## src/design/password_hiding_engine_top_assert.svh

```systemverilog
// Assertion macros used by the password hiding engine top module.
`ifndef PASSWORD_HIDING_ENGINE_TOP_ASSERT_SVH
`define PASSWORD_HIDING_ENGINE_TOP_ASSERT_SVH
// Implication checked on every rising clock edge outside reset.
`define PHE_ASSERT_IMPL(label, clk, rstn, ante, cons, msg) \
    label: assert property (@(posedge clk) disable iff (!rstn) (ante) |-> (cons)) \
        else $error(msg);
// Next-cycle implication checked outside reset.
`define PHE_ASSERT_NEXT(label, clk, rstn, ante, cons, msg) \
    label: assert property (@(posedge clk) disable iff (!rstn) (ante) |=> (cons)) \
        else $error(msg);
`endif

```

## src/design/phe_pkg.sv

```systemverilog
// Package with MD5 constants and shared types for the password hiding engine.
`timescale 1ns / 1ps
package phe_pkg;
    localparam int BLOCK_BYTES = 16;
    localparam int SECRET_BYTES_HW = 32;

    // Register indexes of the configuration port.
    localparam logic [2:0] REG_SECRET_0 = 3'd0;
    localparam logic [2:0] REG_SECRET_1 = 3'd1;
    localparam logic [2:0] REG_SECRET_2 = 3'd2;
    localparam logic [2:0] REG_SECRET_3 = 3'd3;
    localparam logic [2:0] REG_SECLEN   = 3'd4;
    localparam logic [2:0] REG_AUTH_HI  = 3'd5;
    localparam logic [2:0] REG_AUTH_LO  = 3'd6;

    typedef logic [31:0] word_t;

    typedef enum logic [3:0] {
        ST_IDLE = 4'b0001,
        ST_HASH = 4'b0010,
        ST_OUT  = 4'b0100,
        ST_PAD  = 4'b1000
    } state_t;

    function automatic word_t md5_k(input logic [5:0] i);
        word_t k;
        unique case (i)
            6'd0: k = 32'hd76aa478; 6'd1: k = 32'he8c7b756; 6'd2: k = 32'h242070db;
            6'd3: k = 32'hc1bdceee; 6'd4: k = 32'hf57c0faf; 6'd5: k = 32'h4787c62a;
            6'd6: k = 32'ha8304613; 6'd7: k = 32'hfd469501; 6'd8: k = 32'h698098d8;
            6'd9: k = 32'h8b44f7af; 6'd10: k = 32'hffff5bb1; 6'd11: k = 32'h895cd7be;
            6'd12: k = 32'h6b901122; 6'd13: k = 32'hfd987193; 6'd14: k = 32'ha679438e;
            6'd15: k = 32'h49b40821; 6'd16: k = 32'hf61e2562; 6'd17: k = 32'hc040b340;
            6'd18: k = 32'h265e5a51; 6'd19: k = 32'he9b6c7aa; 6'd20: k = 32'hd62f105d;
            6'd21: k = 32'h02441453; 6'd22: k = 32'hd8a1e681; 6'd23: k = 32'he7d3fbc8;
            6'd24: k = 32'h21e1cde6; 6'd25: k = 32'hc33707d6; 6'd26: k = 32'hf4d50d87;
            6'd27: k = 32'h455a14ed; 6'd28: k = 32'ha9e3e905; 6'd29: k = 32'hfcefa3f8;
            6'd30: k = 32'h676f02d9; 6'd31: k = 32'h8d2a4c8a; 6'd32: k = 32'hfffa3942;
            6'd33: k = 32'h8771f681; 6'd34: k = 32'h6d9d6122; 6'd35: k = 32'hfde5380c;
            6'd36: k = 32'ha4beea44; 6'd37: k = 32'h4bdecfa9; 6'd38: k = 32'hf6bb4b60;
            6'd39: k = 32'hbebfbc70; 6'd40: k = 32'h289b7ec6; 6'd41: k = 32'heaa127fa;
            6'd42: k = 32'hd4ef3085; 6'd43: k = 32'h04881d05; 6'd44: k = 32'hd9d4d039;
            6'd45: k = 32'he6db99e5; 6'd46: k = 32'h1fa27cf8; 6'd47: k = 32'hc4ac5665;
            6'd48: k = 32'hf4292244; 6'd49: k = 32'h432aff97; 6'd50: k = 32'hab9423a7;
            6'd51: k = 32'hfc93a039; 6'd52: k = 32'h655b59c3; 6'd53: k = 32'h8f0ccc92;
            6'd54: k = 32'hffeff47d; 6'd55: k = 32'h85845dd1; 6'd56: k = 32'h6fa87e4f;
            6'd57: k = 32'hfe2ce6e0; 6'd58: k = 32'ha3014314; 6'd59: k = 32'h4e0811a1;
            6'd60: k = 32'hf7537e82; 6'd61: k = 32'hbd3af235; 6'd62: k = 32'h2ad7d2bb;
            default: k = 32'heb86d391;
        endcase
        return k;
    endfunction

    function automatic logic [4:0] md5_s(input logic [5:0] i);
        logic [4:0] s;
        unique case ({i[5:4], i[1:0]})
            4'd0: s = 5'd7;  4'd1: s = 5'd12; 4'd2: s = 5'd17; 4'd3: s = 5'd22;
            4'd4: s = 5'd5;  4'd5: s = 5'd9;  4'd6: s = 5'd14; 4'd7: s = 5'd20;
            4'd8: s = 5'd4;  4'd9: s = 5'd11; 4'd10: s = 5'd16; 4'd11: s = 5'd23;
            4'd12: s = 5'd6; 4'd13: s = 5'd10; 4'd14: s = 5'd15; default: s = 5'd21;
        endcase
        return s;
    endfunction
endpackage

```

## src/design/phe_md5_core.sv

```systemverilog
// Iterative MD5 compression: one round per cycle over a 512-bit message block.
`timescale 1ns / 1ps
module phe_md5_core (
    input  logic         aclk,
    input  logic         aresetn,
    input  logic         start,
    input  logic [511:0] msg,
    output logic         done,
    output logic [127:0] digest
);
    logic [511:0] msg_reg;
    phe_pkg::word_t a_reg, b_reg, c_reg, d_reg;
    phe_pkg::word_t a_next, b_next, c_next, d_next;
    logic [5:0] round_count_reg;
    logic       run_reg;
    logic       done_reg;
    logic [127:0] digest_reg;
    phe_pkg::word_t f_val, t_val, m_val, rot_val;
    logic [3:0] g_idx;
    logic [4:0] sh;
    logic [5:0] r5, r3, r7;

    always_comb begin
        r5 = 6'(5 * round_count_reg + 1);
        r3 = 6'(3 * round_count_reg + 5);
        r7 = 6'(7 * round_count_reg);
        unique case (round_count_reg[5:4])
            2'd0: begin
                f_val = (b_reg & c_reg) | (~b_reg & d_reg);
                g_idx = round_count_reg[3:0];
            end
            2'd1: begin
                f_val = (d_reg & b_reg) | (~d_reg & c_reg);
                g_idx = r5[3:0];
            end
            2'd2: begin
                f_val = b_reg ^ c_reg ^ d_reg;
                g_idx = r3[3:0];
            end
            default: begin
                f_val = c_reg ^ (b_reg | ~d_reg);
                g_idx = r7[3:0];
            end
        endcase
        m_val   = msg_reg[g_idx*32 +: 32];
        t_val   = f_val + a_reg + phe_pkg::md5_k(round_count_reg) + m_val;
        sh      = phe_pkg::md5_s(round_count_reg);
        rot_val = (t_val << sh) | (t_val >> (6'd32 - {1'b0, sh}));
        a_next  = d_reg;
        d_next  = c_reg;
        c_next  = b_reg;
        b_next  = b_reg + rot_val;
    end

    always_ff @(posedge aclk) begin
        if (!aresetn) begin
            run_reg         <= 1'b0;
            done_reg        <= 1'b0;
            round_count_reg <= '0;
        end else begin
            done_reg <= 1'b0;
            if (start) begin
                run_reg         <= 1'b1;
                round_count_reg <= '0;
            end else if (run_reg) begin
                round_count_reg <= round_count_reg + 6'd1;
                if (round_count_reg == 6'd63) begin
                    run_reg  <= 1'b0;
                    done_reg <= 1'b1;
                end
            end
        end
    end

    always_ff @(posedge aclk) begin
        if (start) begin
            msg_reg <= msg;
            a_reg <= 32'h67452301;
            b_reg <= 32'hefcdab89;
            c_reg <= 32'h98badcfe;
            d_reg <= 32'h10325476;
        end else if (run_reg) begin
            a_reg <= a_next;
            b_reg <= b_next;
            c_reg <= c_next;
            d_reg <= d_next;
            if (round_count_reg == 6'd63) begin
                digest_reg <= {32'h10325476 + d_next, 32'h98badcfe + c_next,
                               32'hefcdab89 + b_next, 32'h67452301 + a_next};
            end
        end
    end

    assign done   = done_reg;
    assign digest = digest_reg;
endmodule

```

## config.mk

```make
export PLATFORM = sky130hd
export DESIGN_NAME = phe_md5_core
export DESIGN_NICKNAME = d
export VERILOG_FILES = /design/src/design/password_hiding_engine_top_assert.svh /design/src/design/phe_pkg.sv /design/src/design/phe_md5_core.sv
export SDC_FILE = /design/constraint.sdc
export NUM_CORES = 2
export LEC_CHECK = 0
export ABC_AREA = 1
export ABC_CLOCK_PERIOD_IN_PS = 11600
export BUFFER_PORTS_ARGS = -buffer_cell sky130_fd_sc_hd__buf_2
export CORE_UTILIZATION = 39
export CTS_CLUSTER_SIZE = 12
export DETAILED_ROUTE_END_ITERATION = 7
export HOLD_SLACK_MARGIN = 0.1
export MAX_ROUTING_LAYER = met4
export PLACE_DENSITY = 0.69
export SLEW_MARGIN = 25
export SYNTH_ARGS = -nofsm -noshare
export SYNTH_HDL_FRONTEND = slang
export SYNTH_SLANG_ARGS = --single-unit
```

## constraint.sdc

```tcl
create_clock -name aclk -period 11.6 [get_ports aclk]
set_input_delay 1.74 -clock aclk [delete_from_list [all_inputs] [get_ports aclk]]
set_output_delay 1.74 -clock aclk [all_outputs]
set_load 0.02 [all_outputs]
```

==> summary.txt <==
Synth
  – Number of synthesized flops with an enable pin: 640
  – Cells after Synth: approximately 5.2k
  – Sequential area share after synthesis: 0.497
  – Mapped Nets: 5,894
  – Post-Synth Adder-Cell Area: 0.0535
  – Asr flop ratio synth: 0
  – Largest family of logic cells by synthesized area: simple AND/OR/NAND/NOR gates
  – Synth area leaders: edfxtp_1 (42%), dfxtp_1 (7.6%), nand2_1 (6.9%), nor2_1 (6.0%), o21ai_0 (4.9%)
  – Synthesized cell area: around 0.046 mm^2
  – Simple-gate share of the synthesized area: 0.191
  – Post-synth cell types: about 70
  – XOR/XNOR Fraction of Synth Area: 0.0326
  – Largest area contributor in the netlist: edfxtp_1
  – Area share of the largest cell type after synthesis: 0.421
  – Dominant synthesized flop cell: edfxtp_1
  – Post-synthesis mux area share: 0.000219
  – Syn_area_per_cell: between 8 and 9 um^2
  – Synth warnings: 0
  – Synth Area in Compound Gates: 0.159
  – Yosys reg bits: just over 800

Routing
  – Via Count: 41.4k
  – Via density: roughly 5.6
  – Initial DRC Count: 4,487
  – Final WL: ~180,000 um
  – DRC Markers: 0
  – Routed Antenna Nets: 0
  – Pre-Repair DR Iteration Count: 6
  – Wire length per cell: ~24 um

GRT
  – First-pass GRT wire length: roughly 260,000 um
  – Largest net degree at the start of global routing: 175
  – Total gr overflow: 0
  – Gr usage total: 0.303
  – Initial antenna violation count: 30
  – Vias in the first global route: 39.5k

Worst setup path
  – Slowest cell on the critical path: o211ai_1
  – CP Class: reg2reg
  – Critical Path AT: approximately 11,000 ps
  – Slowest stage delay, CP: about 660 ps
  – Crit. End Element: flip-flop
  – Max FO, Critical Path: 65
  – FF-to-FF setup slack: around 910 ps
  – Worst setup SP type: flip-flop
  – Crit-path most repeated cell: nand2_1
  – Req. time, crit path: 12,100 ps

Worst hold path
  – Hold WC Path Type: reg2reg

Floorplan
  – Core Rows: 125
  – DIE AREA: approximately 0.12 mm^2
  – Initial Utilization: 0.393
  – Chip Width: 344 um
  – Die height: between 300 and 400 um
  – Core Box Area: 0.116 mm^2
  – Top-level I/O count: approximately 640

Timing
  – Slew of the pin with the lowest slew margin: around 1000 ps
  – TNS Setup: 0 ps
  – Slew Limit Headroom: 0.300
  – Final setup fails: 0
  – RSZ-0062 raised after global routing: no
  – Post-route minimum period: between 10,000 and 15,000 ps
  – Worst Skew: approximately 51 ps
  – Fin. Hold Viols: 0
  – Max Slew Vio Count: 0
  – Fmax: roughly 94 MHz
  – Final period util: 0.922

Power
  – Peak VDD IR: 366 uV
  – Leakage: approximately 23 nW
  – Cell Pwr Density: between 300 and 400 mW/mm^2

Placed design
  – Dpl cells: 7,233
  – DP HPWL: 139,000 um
  – Port bufs: 643
  – Gpl congestion: 1.06

Finish
  – Number of flip-flops in the largest register: just over 500
  – Nets: roughly 6.5k
  – Fin cells: roughly 7.4k
  – Layout cells sized above 1: 0.169
  – Fillers: about 11k
  – Area of the multi-input gates: 0.0199 mm^2
  – Synthesis-to-layout area growth: 17.5%
  – Register area: ~0.023 mm^2

Clock tree
  – H-tree depth: 3
  – Total CTS buffers: 90
  – Root buffer cell: clkbuf_16
  – Post-cts sizing count: 0
  – Clock Sinks: approximately 810
  – Max clock buf depth: 3
  – Reg clk slew, reported paths: approximately 60 ps
  – CTS tree: yes
  – Worst-skew pair later-pin latency: just over 700 ps
  – Hold-fix buffers, CTS: 0
  – Setup bufs post-CTS: 0

Status
  – Status: finished clean

Run
  – MaxCap Viol Count: 0
## through the flow
stage	hold slack, ps	power (mW)	setup slack, ps	instance area (um^2)	utilization
5_1_grt	551	19.1	85.1	53600	0.462
2_1_floorplan	469	11.3	79.9	45600	-
6_report	521	17.9	909	53600	0.462
3_3_place_gp	504	15.1	966	50700	0.437
3_5_place_dp	515	15.0	1080	50700	0.437
4_1_cts	524	17.8	1010	53500	0.461
## metal layers
metal | track usage | part of all wire | vias to the layer above
li1 | - | - | 19200
met1 | 0.369 | 0.39 | 19600
met2 | 0.486 | 0.47 | 2159
met3 | 0.0425 | 0.076 | 376
met4 | 0.165 | 0.059 | 0
met5 | - | 0 | -
## synthesized netlist by cell type (11+ instances only)
cell	n
nand3_1	371
ha_1	91
a21o_1	16
o21ai_0	446
nor2_1	728
nand2_1	837
edfxtp_1	640
clkbuf_1	207
nand4_1	29
buf_2	19
a31oi_1	27
nor2_2	11
buf_1	34
o22ai_1	16
a2111oi_0	30
inv_2	24
xor2_1	132
o32ai_1	58
o311ai_0	63
dfxtp_1	173
nor3_1	50
o211ai_1	92
xnor2_1	23
inv_1	505
a21oi_1	342
o21ai_1	21
fa_1	65
## layout by cell type, fill, tap and decap left out, drive strengths merged, types with 65 or more instances in the layout
cell	instances
o211ai	93
nor2	739
inv	531
ha	91
clkbuf	110
a21oi	353
xor2	136
nand2	848
dfxtp	173
o21ai	478
fa	65
edfxtp	640
buf	752
nand3	377
## worst max-delay path, delay by kind of cell (launching register included)
family                     cells  cell delay (ps)
DFF                            1              470
adders and majority gates      4             1920
AOI/OAI and AO/OA             11             2550
and+or+nand+nor               21             3790
xor gates and xnor gates       2              650
buffers and inverters          7              940
## where the power goes
group | internal (mW) | total [mW] | switching (mW)
Combinational | 3.44 | 11.2 | 7.73
Sequential | 3.73 | 3.96 | 0.232
Clock | 1.54 | 2.80 | 1.26
## logic make-up after synthesis
family / Yosys count
adder cells (fa/ha/maj): 156
AND/OR/NAND/NOR: 2087
buffers and inverters: 802
XOR/XNOR: 163
AO/OA/AOI/OAI: 1201
flip-flops: 813
multiplexers: 1
## final timing paths
| path | startpoint | end | depth (start not counted) |
|---|---|---|---|
| setup / recovery | round_count_reg[4]$_SDFFE_PP0P_ | digest[55]$_DFFE_PP_ | 45 |
| hold / removal | a_reg[22]$_SDFFE_PP1P_ | a_reg[22]$_SDFFE_PP1P_ | 2 |
| setup reg to reg | round_count_reg[4]$_SDFFE_PP0P_ | digest[55]$_DFFE_PP_ | 45 |
| hold reg to reg | a_reg[22]$_SDFFE_PP1P_ | a_reg[22]$_SDFFE_PP1P_ | 2 |
## cell type report
| type | count | area share |
|---|---|---|
| Clock buffer | 110 | 0.0436 |
| Inverter | 536 | 0.0378 |
| Tap cell | 1524 | 0.0356 |
| Timing Repair Buffer | 752 | 0.0770 |
| Multi-Input combinational cell | 3608 | 0.372 |
| Antenna cell | 30 | 0.00140 |
| Sequential cell | 813 | 0.423 |
| Clock inverter | 47 | 0.00945 |
(Power assumes the default switching activity.)
